**src/hw/rtl/rf_sweep_peak_hold_waterfall_unit_macros.svh**
```systemverilog
// Assertion helpers shared by the sweep unit's modules.
// Each macro expects clk and rst_n in scope.
`ifndef RF_SWEEP_PEAK_HOLD_WATERFALL_UNIT_MACROS_SVH
`define RF_SWEEP_PEAK_HOLD_WATERFALL_UNIT_MACROS_SVH

// Same-cycle implication.
`define RFSPH_ASSERT_IMP(lbl, ante, cons) \
  lbl: assert property (@(posedge clk) disable iff (!rst_n) (ante) |-> (cons)) \
    else $error("rfsph check failed");

// Next-cycle implication.
`define RFSPH_ASSERT_NXT(lbl, ante, cons) \
  lbl: assert property (@(posedge clk) disable iff (!rst_n) (ante) |=> (cons)) \
    else $error("rfsph check failed");

`endif

```
**src/hw/rtl/rfsph_pkg.sv**
```systemverilog
package rfsph_pkg;

  localparam int DEF_NUM_BINS = 64;
  localparam int DEF_NUM_ROWS = 4;
  localparam int QUEUE_DEPTH  = 2;

  localparam int LEVEL_W   = 10;
  localparam int FREQ_W    = 20;
  localparam int WF_W      = 4;
  localparam int BAND_W    = 2;
  localparam int CFG_IDX_W = 2;
  localparam int CFG_DATA_W = 10;
  localparam int NUM_BANDS = 3;

  localparam logic signed [LEVEL_W-1:0] LEVEL_FLOOR  = -10'sd240;
  localparam logic signed [LEVEL_W-1:0] THRESH_RESET = -10'sd116;

  // Register indexes of the configuration port.
  localparam logic [CFG_IDX_W-1:0] CFG_BAND   = 2'd0;
  localparam logic [CFG_IDX_W-1:0] CFG_ENABLE = 2'd1;
  localparam logic [CFG_IDX_W-1:0] CFG_THRESH = 2'd2;

  // Band codes; the unused fourth code maps onto the highest band.
  localparam logic [BAND_W-1:0] BAND_LOW  = 2'd0;
  localparam logic [BAND_W-1:0] BAND_MID  = 2'd1;
  localparam logic [BAND_W-1:0] BAND_HIGH = 2'd2;

  localparam int START_LOW  = 300000;
  localparam int START_MID  = 400000;
  localparam int START_HIGH = 840000;
  localparam int SPAN_LOW   = 48000;
  localparam int SPAN_MID   = 64000;
  localparam int SPAN_HIGH  = 88000;

  typedef enum logic [1:0] {
    CMD_SAMPLE_TUNED,
    CMD_SAMPLE_UNTUNED,
    CMD_SKIP,
    CMD_CLEAR
  } cmd_kind_t;

  typedef struct packed {
    cmd_kind_t                  kind;
    logic signed [LEVEL_W-1:0]  rssi;
    logic [FREQ_W-1:0]          freq;
    logic                       done;
  } cmd_t;

  localparam int CMD_W = $bits(cmd_t);

  function automatic logic [BAND_W-1:0] band_slot(input logic [BAND_W-1:0] band);
    logic [BAND_W-1:0] res;
    unique case (band)
      BAND_LOW: res = BAND_LOW;
      BAND_MID: res = BAND_MID;
      default:  res = BAND_HIGH;
    endcase
    return res;
  endfunction

endpackage

```
**src/hw/rtl/rfsph_queue.sv**
```systemverilog
module rfsph_queue #(
  parameter int WIDTH = 1,
  parameter int DEPTH = 2
) (
  input  logic             clk,
  input  logic             rst_n,
  input  logic             push,
  input  logic [WIDTH-1:0] push_data,
  output logic             push_ready,
  input  logic             pop,
  output logic [WIDTH-1:0] pop_data,
  output logic             pop_valid
);
  import rfsph_pkg::*;

  localparam int PW = (DEPTH > 1) ? $clog2(DEPTH) : 1;
  localparam int CW = $clog2(DEPTH + 1);

  logic [WIDTH-1:0] slot_r [DEPTH];
  logic [PW-1:0]    wr_ptr_r, wr_ptr_nxt;
  logic [PW-1:0]    rd_ptr_r, rd_ptr_nxt;
  logic [CW-1:0]    cnt_r, cnt_nxt;
  logic             do_push, do_pop;

  assign push_ready = (cnt_r != CW'(DEPTH));
  assign pop_valid  = (cnt_r != '0);
  assign do_push    = push && push_ready;
  assign do_pop     = pop && pop_valid;
  assign pop_data   = slot_r[rd_ptr_r];

  always_comb begin
    wr_ptr_nxt = wr_ptr_r;
    rd_ptr_nxt = rd_ptr_r;
    cnt_nxt    = cnt_r;
    if (do_push) begin
      wr_ptr_nxt = (wr_ptr_r == PW'(DEPTH - 1)) ? '0 : wr_ptr_r + 1'b1;
    end
    if (do_pop) begin
      rd_ptr_nxt = (rd_ptr_r == PW'(DEPTH - 1)) ? '0 : rd_ptr_r + 1'b1;
    end
    if (do_push && !do_pop) begin
      cnt_nxt = cnt_r + 1'b1;
    end else if (do_pop && !do_push) begin
      cnt_nxt = cnt_r - 1'b1;
    end
  end

  always_ff @(posedge clk) begin
    if (!rst_n) begin
      wr_ptr_r <= '0;
      rd_ptr_r <= '0;
      cnt_r    <= '0;
    end else begin
      wr_ptr_r <= wr_ptr_nxt;
      rd_ptr_r <= rd_ptr_nxt;
      cnt_r    <= cnt_nxt;
    end
  end

  always_ff @(posedge clk) begin
    if (do_push) begin
      slot_r[wr_ptr_r] <= push_data;
    end
  end

endmodule

```
**src/hw/rtl/rfsph_front.sv**
```systemverilog
`include "rf_sweep_peak_hold_waterfall_unit_macros.svh"

module rfsph_front #(
  parameter int NUM_BINS = rfsph_pkg::DEF_NUM_BINS,
  parameter int NUM_ROWS = rfsph_pkg::DEF_NUM_ROWS,
  localparam int BIN_W = $clog2(NUM_BINS),
  localparam int ROW_W = (NUM_ROWS > 1) ? $clog2(NUM_ROWS) : 1
) (
  input  logic                                 clk,
  input  logic                                 rst_n,
  input  logic                                 in_valid,
  output logic                                 in_ready,
  input  logic                                 in_req_type,
  input  logic signed [rfsph_pkg::LEVEL_W-1:0] in_rssi_level,
  input  logic                                 in_radio_ready,
  input  logic                                 in_tuned_ok,
  input  logic [rfsph_pkg::BAND_W-1:0]         band,
  input  logic                                 sweep_en,
  input  logic                                 q_ready,
  output logic                                 push,
  output rfsph_pkg::cmd_t                      cmd,
  output logic [BIN_W-1:0]                     bin,
  output logic [ROW_W-1:0]                     row
);
  import rfsph_pkg::*;

  localparam int DIV = NUM_BINS - 1;
  localparam int RW  = BIN_W;

  // Per band, span/DIV and span%DIV; the bin frequency offset is built up
  // one bin at a time as quotient plus remainder, so no divider is needed.
  localparam logic [FREQ_W-1:0] STEP_Q [NUM_BANDS] = '{
    FREQ_W'(SPAN_LOW / DIV), FREQ_W'(SPAN_MID / DIV), FREQ_W'(SPAN_HIGH / DIV)
  };
  localparam logic [RW:0] STEP_R [NUM_BANDS] = '{
    (RW+1)'(SPAN_LOW % DIV), (RW+1)'(SPAN_MID % DIV), (RW+1)'(SPAN_HIGH % DIV)
  };
  localparam logic [FREQ_W-1:0] START [NUM_BANDS] = '{
    FREQ_W'(START_LOW), FREQ_W'(START_MID), FREQ_W'(START_HIGH)
  };

  logic [BIN_W-1:0]  cursor_r, cursor_nxt;
  logic [ROW_W-1:0]  row_r, row_nxt;
  logic [FREQ_W-1:0] q_r [NUM_BANDS];
  logic [FREQ_W-1:0] q_nxt [NUM_BANDS];
  logic [RW-1:0]     rem_r [NUM_BANDS];
  logic [RW-1:0]     rem_nxt [NUM_BANDS];
  logic [RW:0]       rem_sum [NUM_BANDS];
  logic [BAND_W-1:0] slot;
  logic              sample, last;

  assign in_ready = q_ready;
  assign push     = in_valid && q_ready;
  assign sample   = !in_req_type && in_radio_ready && sweep_en;
  assign last     = (cursor_r == BIN_W'(DIV));
  assign slot     = band_slot(band);
  assign bin      = cursor_r;
  assign row      = row_r;

  always_comb begin
    priority if (in_req_type) begin
      cmd.kind = CMD_CLEAR;
    end else if (!(in_radio_ready && sweep_en)) begin
      cmd.kind = CMD_SKIP;
    end else if (in_tuned_ok) begin
      cmd.kind = CMD_SAMPLE_TUNED;
    end else begin
      cmd.kind = CMD_SAMPLE_UNTUNED;
    end
    cmd.rssi = in_rssi_level;
    cmd.freq = START[slot] + q_r[slot];
    cmd.done = sample && last;
  end

  always_comb begin
    cursor_nxt = cursor_r;
    row_nxt    = row_r;
    for (int b = 0; b < NUM_BANDS; b++) begin
      rem_sum[b] = {1'b0, rem_r[b]} + STEP_R[b];
      q_nxt[b]   = q_r[b];
      rem_nxt[b] = rem_r[b];
    end
    if (push && sample) begin
      if (last) begin
        cursor_nxt = '0;
        row_nxt    = (row_r == ROW_W'(NUM_ROWS - 1)) ? '0 : row_r + 1'b1;
        for (int b = 0; b < NUM_BANDS; b++) begin
          q_nxt[b]   = '0;
          rem_nxt[b] = '0;
        end
      end else begin
        cursor_nxt = cursor_r + 1'b1;
        for (int b = 0; b < NUM_BANDS; b++) begin
          if (rem_sum[b] >= (RW+1)'(DIV)) begin
            q_nxt[b]   = q_r[b] + STEP_Q[b] + 1'b1;
            rem_nxt[b] = RW'(rem_sum[b] - (RW+1)'(DIV));
          end else begin
            q_nxt[b]   = q_r[b] + STEP_Q[b];
            rem_nxt[b] = RW'(rem_sum[b]);
          end
        end
      end
    end
  end

  always_ff @(posedge clk) begin
    if (!rst_n) begin
      cursor_r <= '0;
      row_r    <= '0;
      for (int b = 0; b < NUM_BANDS; b++) begin
        q_r[b]   <= '0;
        rem_r[b] <= '0;
      end
    end else begin
      cursor_r <= cursor_nxt;
      row_r    <= row_nxt;
      for (int b = 0; b < NUM_BANDS; b++) begin
        q_r[b]   <= q_nxt[b];
        rem_r[b] <= rem_nxt[b];
      end
    end
  end

  `RFSPH_ASSERT_NXT(a_done_wraps_cursor, push && cmd.done, cursor_r == '0)
  `RFSPH_ASSERT_NXT(a_hold_without_sample, push && !sample, $stable(cursor_r) && $stable(row_r))
  `RFSPH_ASSERT_IMP(a_origin_offsets_zero, cursor_r == '0, q_r[0] == '0 && q_r[1] == '0 && q_r[2] == '0)

endmodule

```
**src/hw/rtl/rfsph_back.sv**
```systemverilog
`include "rf_sweep_peak_hold_waterfall_unit_macros.svh"

module rfsph_back #(
  parameter int NUM_BINS = rfsph_pkg::DEF_NUM_BINS,
  parameter int NUM_ROWS = rfsph_pkg::DEF_NUM_ROWS,
  localparam int BIN_W = $clog2(NUM_BINS),
  localparam int ROW_W = (NUM_ROWS > 1) ? $clog2(NUM_ROWS) : 1
) (
  input  logic                                 clk,
  input  logic                                 rst_n,
  input  logic                                 q_valid,
  output logic                                 q_pop,
  input  rfsph_pkg::cmd_t                      q_cmd,
  input  logic [BIN_W-1:0]                     q_bin,
  input  logic [ROW_W-1:0]                     q_row,
  input  logic signed [rfsph_pkg::LEVEL_W-1:0] thresh,
  input  logic                                 band_clr,
  output logic                                 out_valid,
  input  logic                                 out_ready,
  output logic [BIN_W-1:0]                     out_bin_index,
  output logic [rfsph_pkg::FREQ_W-1:0]         out_bin_freq_khz,
  output logic signed [rfsph_pkg::LEVEL_W-1:0] out_level_out,
  output logic signed [rfsph_pkg::LEVEL_W-1:0] out_peak_out,
  output logic [rfsph_pkg::WF_W-1:0]           out_waterfall_value,
  output logic [ROW_W-1:0]                     out_waterfall_row,
  output logic signed [rfsph_pkg::LEVEL_W-1:0] out_strongest_level,
  output logic [rfsph_pkg::FREQ_W-1:0]         out_strongest_freq_khz,
  output logic                                 out_sweep_done,
  output logic                                 out_strong_signal
);
  import rfsph_pkg::*;

  // Integer dBm (halved toward zero), then (d+110)/5 limited to 0..15.
  // x/5 for x below 75 is x*205>>10.
  function automatic logic [WF_W-1:0] quantize(input logic signed [LEVEL_W-1:0] lvl);
    logic signed [LEVEL_W:0] t;
    logic signed [LEVEL_W:0] x;
    logic [14:0]             prod;
    logic [WF_W-1:0]         res;
    t = {lvl[LEVEL_W-1], lvl} + {{LEVEL_W{1'b0}}, lvl[LEVEL_W-1]};
    x = (t >>> 1) + 11'sd110;
    prod = 15'(x[6:0]) * 15'd205;
    if (x <= 11'sd0) begin
      res = '0;
    end else if (x >= 11'sd75) begin
      res = WF_W'(15);
    end else begin
      res = prod[13:10];
    end
    return res;
  endfunction

  logic signed [LEVEL_W-1:0] lvl_mem [NUM_BINS];
  logic signed [LEVEL_W-1:0] pk_mem  [NUM_BINS];

  logic                      a_valid_r, a_valid_nxt;
  cmd_t                      a_cmd_r;
  logic [BIN_W-1:0]          a_bin_r;
  logic [ROW_W-1:0]          a_row_r;
  logic signed [LEVEL_W-1:0] lvl_rd_r, pk_rd_r;

  logic [NUM_BINS-1:0]       lvl_vld_r, lvl_vld_nxt;
  logic [NUM_BINS-1:0]       pk_vld_r, pk_vld_nxt;
  logic signed [LEVEL_W-1:0] best_lvl_r, best_lvl_nxt;
  logic [FREQ_W-1:0]         best_freq_r, best_freq_nxt;
  logic                      out_valid_r, out_valid_nxt;

  logic                      a_move, tuned, visit, pk_wr;
  logic signed [LEVEL_W-1:0] lvl_cur, pk_cur, lvl_new, pk_new;

  assign a_move    = a_valid_r && (!out_valid_r || out_ready);
  assign q_pop     = q_valid && (!a_valid_r || a_move);
  assign out_valid = out_valid_r;

  // Entries never written since reset, or peaks since the last clear,
  // read as the floor level.
  assign lvl_cur = lvl_vld_r[a_bin_r] ? lvl_rd_r : LEVEL_FLOOR;
  assign pk_cur  = pk_vld_r[a_bin_r] ? pk_rd_r : LEVEL_FLOOR;
  assign tuned   = (a_cmd_r.kind == CMD_SAMPLE_TUNED);
  assign visit   = tuned || (a_cmd_r.kind == CMD_SAMPLE_UNTUNED);
  assign pk_wr   = tuned && (a_cmd_r.rssi > pk_cur);

  always_comb begin
    lvl_new       = lvl_cur;
    pk_new        = pk_cur;
    best_lvl_nxt  = best_lvl_r;
    best_freq_nxt = best_freq_r;
    lvl_vld_nxt   = lvl_vld_r;
    pk_vld_nxt    = pk_vld_r;
    if (a_move) begin
      unique case (a_cmd_r.kind)
        CMD_SAMPLE_TUNED: begin
          lvl_new = a_cmd_r.rssi;
          lvl_vld_nxt[a_bin_r] = 1'b1;
          if (pk_wr) begin
            pk_new = a_cmd_r.rssi;
            pk_vld_nxt[a_bin_r] = 1'b1;
          end
          if (a_cmd_r.rssi > best_lvl_r) begin
            best_lvl_nxt  = a_cmd_r.rssi;
            best_freq_nxt = a_cmd_r.freq;
          end
        end
        CMD_CLEAR: begin
          pk_new        = LEVEL_FLOOR;
          pk_vld_nxt    = '0;
          best_lvl_nxt  = LEVEL_FLOOR;
          best_freq_nxt = '0;
        end
        default: begin
        end
      endcase
    end
    if (band_clr) begin
      pk_vld_nxt    = '0;
      best_lvl_nxt  = LEVEL_FLOOR;
      best_freq_nxt = '0;
    end
  end

  always_comb begin
    a_valid_nxt = a_valid_r;
    if (q_pop) begin
      a_valid_nxt = 1'b1;
    end else if (a_move) begin
      a_valid_nxt = 1'b0;
    end
    out_valid_nxt = out_valid_r;
    if (a_move) begin
      out_valid_nxt = 1'b1;
    end else if (out_ready) begin
      out_valid_nxt = 1'b0;
    end
  end

  always_ff @(posedge clk) begin
    if (!rst_n) begin
      a_valid_r   <= 1'b0;
      out_valid_r <= 1'b0;
      lvl_vld_r   <= '0;
      pk_vld_r    <= '0;
      best_lvl_r  <= LEVEL_FLOOR;
      best_freq_r <= '0;
    end else begin
      a_valid_r   <= a_valid_nxt;
      out_valid_r <= out_valid_nxt;
      lvl_vld_r   <= lvl_vld_nxt;
      pk_vld_r    <= pk_vld_nxt;
      best_lvl_r  <= best_lvl_nxt;
      best_freq_r <= best_freq_nxt;
    end
  end

  // Read at pop, write when the same item leaves the stage. Consecutive
  // items never share a bin once a sample has advanced the cursor.
  always_ff @(posedge clk) begin
    if (q_pop) begin
      a_cmd_r  <= q_cmd;
      a_bin_r  <= q_bin;
      a_row_r  <= q_row;
      lvl_rd_r <= lvl_mem[q_bin];
      pk_rd_r  <= pk_mem[q_bin];
    end
    if (a_move && tuned) begin
      lvl_mem[a_bin_r] <= a_cmd_r.rssi;
    end
    if (a_move && pk_wr) begin
      pk_mem[a_bin_r] <= a_cmd_r.rssi;
    end
  end

  always_ff @(posedge clk) begin
    if (a_move) begin
      out_bin_index          <= a_bin_r;
      out_bin_freq_khz       <= a_cmd_r.freq;
      out_level_out          <= lvl_new;
      out_peak_out           <= pk_new;
      out_waterfall_value    <= visit ? quantize(lvl_new) : '0;
      out_waterfall_row      <= a_row_r;
      out_strongest_level    <= best_lvl_nxt;
      out_strongest_freq_khz <= best_freq_nxt;
      out_sweep_done         <= a_cmd_r.done;
      out_strong_signal      <= a_cmd_r.done && (best_lvl_nxt > thresh);
    end
  end

  `RFSPH_ASSERT_IMP(a_no_rmw_clash, a_move && q_pop && tuned, q_bin != a_bin_r)
  `RFSPH_ASSERT_NXT(a_clear_resets_best, a_move && a_cmd_r.kind == CMD_CLEAR, best_lvl_r == LEVEL_FLOOR && best_freq_r == '0)
  `RFSPH_ASSERT_NXT(a_peak_covers_level, a_move && tuned, out_peak_out >= out_level_out)

endmodule

```
**src/hw/rtl/rf_sweep_peak_hold_waterfall_unit.sv**
```systemverilog
// Sweeping spectrum analyzer core: one RSSI sample per input word, one result
// word per input word, in order. A front stage classifies each word, steps the
// bin cursor, waterfall row and bin frequency, and queues a command in a
// two-entry queue; a back stage reads the bin's level and peak from two
// memories with one read port and one write port each, updates them with peak
// hold and the strongest level, and loads the output register. Sustained rate
// is one word per clock while the output is not stalled, set by the one
// read-modify-write of the level and peak memories per word; a result passes
// through the queue, the back stage's read registers and the output register.
// Reset takes effect at once: per-bin valid flops make unwritten levels and
// cleared peaks read as -120 dBm, so there is no clearing pass. A band change
// or a clear word wipes all peaks and the strongest level.
// Configuration writes are expected only while the unit is idle.
module rf_sweep_peak_hold_waterfall_unit #(
  parameter int NUM_BINS = rfsph_pkg::DEF_NUM_BINS,
  parameter int NUM_ROWS = rfsph_pkg::DEF_NUM_ROWS,
  localparam int BIN_W = $clog2(NUM_BINS),
  localparam int ROW_W = (NUM_ROWS > 1) ? $clog2(NUM_ROWS) : 1
) (
  input  logic                                    clk,
  input  logic                                    rst_n,
  input  logic                                    cfg_we,
  input  logic [rfsph_pkg::CFG_IDX_W-1:0]         cfg_idx,
  input  logic [rfsph_pkg::CFG_DATA_W-1:0]        cfg_wdata,
  input  logic                                    in_valid,
  output logic                                    in_ready,
  input  logic                                    in_req_type,
  input  logic signed [rfsph_pkg::LEVEL_W-1:0]    in_rssi_level,
  input  logic                                    in_radio_ready,
  input  logic                                    in_tuned_ok,
  output logic                                    out_valid,
  input  logic                                    out_ready,
  output logic [BIN_W-1:0]                        out_bin_index,
  output logic [rfsph_pkg::FREQ_W-1:0]            out_bin_freq_khz,
  output logic signed [rfsph_pkg::LEVEL_W-1:0]    out_level_out,
  output logic signed [rfsph_pkg::LEVEL_W-1:0]    out_peak_out,
  output logic [rfsph_pkg::WF_W-1:0]              out_waterfall_value,
  output logic [ROW_W-1:0]                        out_waterfall_row,
  output logic signed [rfsph_pkg::LEVEL_W-1:0]    out_strongest_level,
  output logic [rfsph_pkg::FREQ_W-1:0]            out_strongest_freq_khz,
  output logic                                    out_sweep_done,
  output logic                                    out_strong_signal
);
  import rfsph_pkg::*;

  localparam int QW = CMD_W + BIN_W + ROW_W;

  logic [BAND_W-1:0]         band_r, band_nxt;
  logic                      sweep_en_r, sweep_en_nxt;
  logic signed [LEVEL_W-1:0] thresh_r, thresh_nxt;
  logic                      band_clr;

  logic                      push, q_ready, q_valid, q_pop;
  cmd_t                      f_cmd, q_cmd;
  logic [BIN_W-1:0]          f_bin, q_bin;
  logic [ROW_W-1:0]          f_row, q_row;
  logic [QW-1:0]             q_data;

  always_comb begin
    band_nxt     = band_r;
    sweep_en_nxt = sweep_en_r;
    thresh_nxt   = thresh_r;
    band_clr     = 1'b0;
    if (cfg_we) begin
      unique case (cfg_idx)
        CFG_BAND: begin
          band_nxt = cfg_wdata[BAND_W-1:0];
          band_clr = (cfg_wdata[BAND_W-1:0] != band_r);
        end
        CFG_ENABLE: sweep_en_nxt = cfg_wdata[0];
        CFG_THRESH: thresh_nxt   = cfg_wdata[LEVEL_W-1:0];
        default: begin
        end
      endcase
    end
  end

  always_ff @(posedge clk) begin
    if (!rst_n) begin
      band_r     <= BAND_LOW;
      sweep_en_r <= 1'b0;
      thresh_r   <= THRESH_RESET;
    end else begin
      band_r     <= band_nxt;
      sweep_en_r <= sweep_en_nxt;
      thresh_r   <= thresh_nxt;
    end
  end

  rfsph_front #(
    .NUM_BINS (NUM_BINS),
    .NUM_ROWS (NUM_ROWS)
  ) u_front (
    .clk            (clk),
    .rst_n          (rst_n),
    .in_valid       (in_valid),
    .in_ready       (in_ready),
    .in_req_type    (in_req_type),
    .in_rssi_level  (in_rssi_level),
    .in_radio_ready (in_radio_ready),
    .in_tuned_ok    (in_tuned_ok),
    .band           (band_r),
    .sweep_en       (sweep_en_r),
    .q_ready        (q_ready),
    .push           (push),
    .cmd            (f_cmd),
    .bin            (f_bin),
    .row            (f_row)
  );

  rfsph_queue #(
    .WIDTH (QW),
    .DEPTH (QUEUE_DEPTH)
  ) u_queue (
    .clk        (clk),
    .rst_n      (rst_n),
    .push       (push),
    .push_data  ({f_cmd, f_bin, f_row}),
    .push_ready (q_ready),
    .pop        (q_pop),
    .pop_data   (q_data),
    .pop_valid  (q_valid)
  );

  assign q_cmd = cmd_t'(q_data[QW-1 -: CMD_W]);
  assign q_bin = q_data[BIN_W+ROW_W-1 -: BIN_W];
  assign q_row = q_data[ROW_W-1:0];

  rfsph_back #(
    .NUM_BINS (NUM_BINS),
    .NUM_ROWS (NUM_ROWS)
  ) u_back (
    .clk                    (clk),
    .rst_n                  (rst_n),
    .q_valid                (q_valid),
    .q_pop                  (q_pop),
    .q_cmd                  (q_cmd),
    .q_bin                  (q_bin),
    .q_row                  (q_row),
    .thresh                 (thresh_r),
    .band_clr               (band_clr),
    .out_valid              (out_valid),
    .out_ready              (out_ready),
    .out_bin_index          (out_bin_index),
    .out_bin_freq_khz       (out_bin_freq_khz),
    .out_level_out          (out_level_out),
    .out_peak_out           (out_peak_out),
    .out_waterfall_value    (out_waterfall_value),
    .out_waterfall_row      (out_waterfall_row),
    .out_strongest_level    (out_strongest_level),
    .out_strongest_freq_khz (out_strongest_freq_khz),
    .out_sweep_done         (out_sweep_done),
    .out_strong_signal      (out_strong_signal)
  );

endmodule

```
**config.mk**
```make
export PLATFORM = sky130hd
export DESIGN_NAME = rf_sweep_peak_hold_waterfall_unit
export DESIGN_NICKNAME = d
export VERILOG_FILES = /design/src/hw/rtl/rfsph_pkg.sv /design/src/hw/rtl/rfsph_queue.sv /design/src/hw/rtl/rfsph_front.sv /design/src/hw/rtl/rfsph_back.sv /design/src/hw/rtl/rf_sweep_peak_hold_waterfall_unit.sv
export VERILOG_INCLUDE_DIRS = /design/src /design/src/hw/rtl
export SDC_FILE = /design/constraint.sdc
export NUM_CORES = 2
export LEC_CHECK = 0
export ABC_AREA = 1
export BUFFER_PORTS_ARGS = -buffer_cell sky130_fd_sc_hd__buf_2
export CORE_AREA = 2 2 410 412
export DETAILED_ROUTE_END_ITERATION = 10
export DIE_AREA = 0 0 412 414
export REMOVE_ABC_BUFFERS = 1
export SLEW_MARGIN = 5
export SYNTH_ARGS = -nofsm -noshare
export SYNTH_HDL_FRONTEND = slang
export SYNTH_SLANG_ARGS = --single-unit
```
**constraint.sdc**
```tcl
create_clock -name clk -period 12.5 [get_ports clk]
set_input_delay 1.25 -clock clk [delete_from_list [all_inputs] [get_ports clk]]
set_output_delay 1.25 -clock clk [all_outputs]
set_load 0.005 [all_outputs]
```
==> impl_metrics.yaml <==
critical_path:
  cp.required_ns: 13.08
  r2r-end: "u_back.out_waterfall_value[3]"
  slowest_stage: "clkinv_1"
  reg2reg_from: "u_back.a_cmd_r[31]"
  r2r_slack_ns: 4.26
  crit_fanout: 47
  crit_type: "primary input to register"
  worstRegToRegCells: 39
  crit_start: "out_ready"
  endpoint_kind: "register"
  start_kind: "primary input"
  critical_path.endpoint: "u_back.out_waterfall_value[3]"
  arrival_ns: 8.94
  cpPeakStageDelay_ns: 0.68
synthesis:
  yosysUniqueCellTypes: 58
  ys_seq_area_share_pct: 68.03
  ys_warn_count: 0
  avgSynthCellArea_um2: 11.25
  ys_ff_latch: 1771
  synth-async-reset-ratio_pct: 0
  synth_edf_count: 1507
  synth_ff_type: "edfxtp_1"
  syn_inst: 6602
  synth_area_mm2: 0.07429
routing:
  wire_per_inst_um: 22.58
  first_pass_iters: 6
  wl_met3_um: 15740
  vias_per_cell: 5.656
  drc: 0
  dr.first_iter.drc_count: 5552
  top_layer: "met5"
  dr_wl_met2_um: 93760
  met1Wirelength_um: 88580
  totalWireLength_um: 203100
  drtAntennaViolNets: 0
  vias: 50880
die:
  die_area_mm2: 0.1706
  rows: 150
  die-height_um: 414
  core_mm2: 0.1663
  die_w_um: 412
  initial_core_util_pct: 44.67
  ios: 116
cells_and_area:
  regArea_mm2: 0.05054
  layout_common_cells: "1507 x edfxtp_1, 995 x nor2_1, 766 x o21ai_0"
  layout.cells.most_common: "edfxtp_1"
  drive_above_1_share_pct: 8.513
  nFillCells: 14750
  nets: 6765
  area_growth_pct: 12.14
  multi_input_area_mm2: 0.02036
clock_network:
  cts.clk_slew.worst_paths_ns: 0.06
  post_cts_resized: 0
  post_cts_buffers: 0
  cts_buffers: 185
  clockRootBuffer: "clkbuf_16"
  clock_latency_ns: 0.84
  cts_buffer_depth: 3
  holdBufCountCts: 0
  cts_tree: "yes"
  clkSinkCount: 1771
  h-tree-depth: 4
min_path:
  hold_path_class: "register to register"
global_route:
  grt_max_degree: 217
  antenna_found_initial: 8
  grt_pass1_vias: 47720
  grt_pass1_wl_um: 302900
  track_usage_pct: 23.35
  grt_overflow: 0
sta:
  rsz0062_at_grt: "no"
  fin_ws_ns: 4.135
  fin_crit_sh_pct: 66.92
  maxSlewViolCount: 0
  period_needed_ns: 8.365
  tightest_slew_ns: 1.371
  max_freq_ghz: 0.1195
  setup_viol: 0
  clock_skew_ns: 0.03343
  max_slew_margin_pct: 8.603
  finalHoldViolCount: 0
status:
  status: "completed"
place:
  place_congestion: 0.8719
  dpl_worst_slack_ns: 3.275
  hpwl_um: 119000
  numPortBuffers: 115
power_and_ir_drop:
  power_density_mw_per_mm2: 256.5
  leakage_nw: 28.42
  ir_worst_vdd_mv: 0.4015
  p_total_mw: 21.36
job:
  maxCapViolCount: 0
metal layers:
metal	GRT usage, %	vias to the layer above
met4	6.470	4
met1	33.84	25060
met2	36.43	1904
met3	3.752	285
met5	0	-
li1	-	23630
final cells by class:
cell class	count	area share (%)
antenna	1	0.003004
clock buffer	237	5.928
clock inverter	109	1.422
inverter	548	2.499
multi-input combinational	3903	24.44
sequential	1771	60.67
tap	2204	3.310
timing repair buffer	222	1.730
power by group:
| part | switching (mW) | internal (mW) |
|---|---|---|
| sequential | 0.164 | 7.50 |
| combinational | 5.76 | 2.42 |
| clock | 2.35 | 3.17 |
| total | 8.27 | 13.1 |
worst min path at each step:
| stage | from | endpoint | slack, ns | cells past startpoint |
|---|---|---|---|---|
| floorplan | u_back.a_row_r[0] | u_back.out_waterfall_row[0] | 0.40 | 0 |
| global placement | u_back.a_row_r[1] | u_back.out_waterfall_row[1] | 0.41 | 0 |
| detailed placement | u_back.a_row_r[1] | u_back.out_waterfall_row[1] | 0.42 | 0 |
| CTS | u_back.a_row_r[1] | u_back.out_waterfall_row[1] | 0.43 | 0 |
| global route | u_back.a_row_r[1] | u_back.out_waterfall_row[1] | 0.43 | 0 |
| finish | u_back.a_row_r[1] | u_back.out_waterfall_row[1] | 0.43 | 0 |
registers in the layout, summed over array words and instances (netlist names), 4 cells and up, named ones only:
signal                         cells
u_back.out_strongest_level        10
u_front.q_r                       60
u_back.out_waterfall_value         4
u_back.pk_mem                    640
u_back.pk_rd_r                    10
u_back.out_peak_out               10
u_back.lvl_mem                   640
u_front.rem_r                     18
u_back.a_bin_r                     6
u_back.a_cmd_r                    33
u_back.best_lvl_r                 10
u_back.pk_vld_r                   64
u_back.lvl_vld_r                  64
thresh_r                          10
u_back.out_bin_freq_khz           20
u_front.bin                        6
u_back.out_level_out              10
u_back.out_strongest_freq_khz     20
u_back.out_bin_index               6
u_back.best_freq_r                20
u_back.lvl_rd_r                   10
u_queue.slot_r                    82
synthesized netlist by cell type, types with 6 or more instances:
cell type / number / share of area [%]
edfxtp_1: 1507 / 61
nor2_1: 1008 / 5.1
o21ai_0: 768 / 5.2
nand2_1: 679 / 3.4
inv_1: 535 / 2.7
clkbuf_1: 357 / 1.8
a21oi_1: 284 / 1.9
dfxtp_1: 264 / 7.1
nand3_1: 239 / 1.6
o22ai_1: 204 / 1.7
o211ai_1: 177 / 1.8
o221ai_1: 170 / 2.0
ha_1: 95 / 1.6
xor2_1: 63 / 0.74
nor3_1: 43 / 0.29
or2_2: 21 / 0.18
nand4_1: 17 / 0.14
xnor2_1: 17 / 0.20
o21ai_1: 15 / 0.10
buf_1: 14 / 0.071
nand2_2: 13 / 0.11
fa_1: 9 / 0.24
a221oi_1: 7 / 0.083
clkinv_1: 7 / 0.035
o41ai_1: 7 / 0.083
inv_2: 6 / 0.030
nor4_1: 6 / 0.051
critical path, delay by kind of cell:
| kind | cells | cell delay [ns] |
|---|---|---|
| simple gates | 13 | 1.65 |
| buf+inv | 12 | 1.96 |
| xor+xnor | 3 | 0.79 |
| fa+ha+maj | 7 | 2.39 |
| compound gates | 5 | 0.86 |
stage by stage:
step / setup TNS [ns] / hold WS [ns] / cells / area, um^2 / utilization, %
6_report: 0 / 0.4318 / 8995 / 83300 / 50.10
5_1_grt: 0 / 0.4305 / 8995 / 83300 / 50.10
4_1_cts: 0 / 0.4276 / 8994 / 83300 / 50.09
3_5_place_dp: 0 / 0.4184 / 8648 / 77170 / 46.41
3_3_place_gp: 0 / 0.4101 / 8648 / 77170 / 46.41
2_1_floorplan: -464.86 / 0.4003 / 6222 / 72810 / -
logic make-up after synthesis:
group	synth area share, %
flip-flops	68.03
AND/OR/NAND/NOR	11.16
adder cells (fa/ha/maj)	1.843
other	0.005048
XOR/XNOR	0.9651
AO/OA/AOI/OAI	13.24
buffers and inverters	4.760
Note: power is estimated with default switching activity, not from simulation.
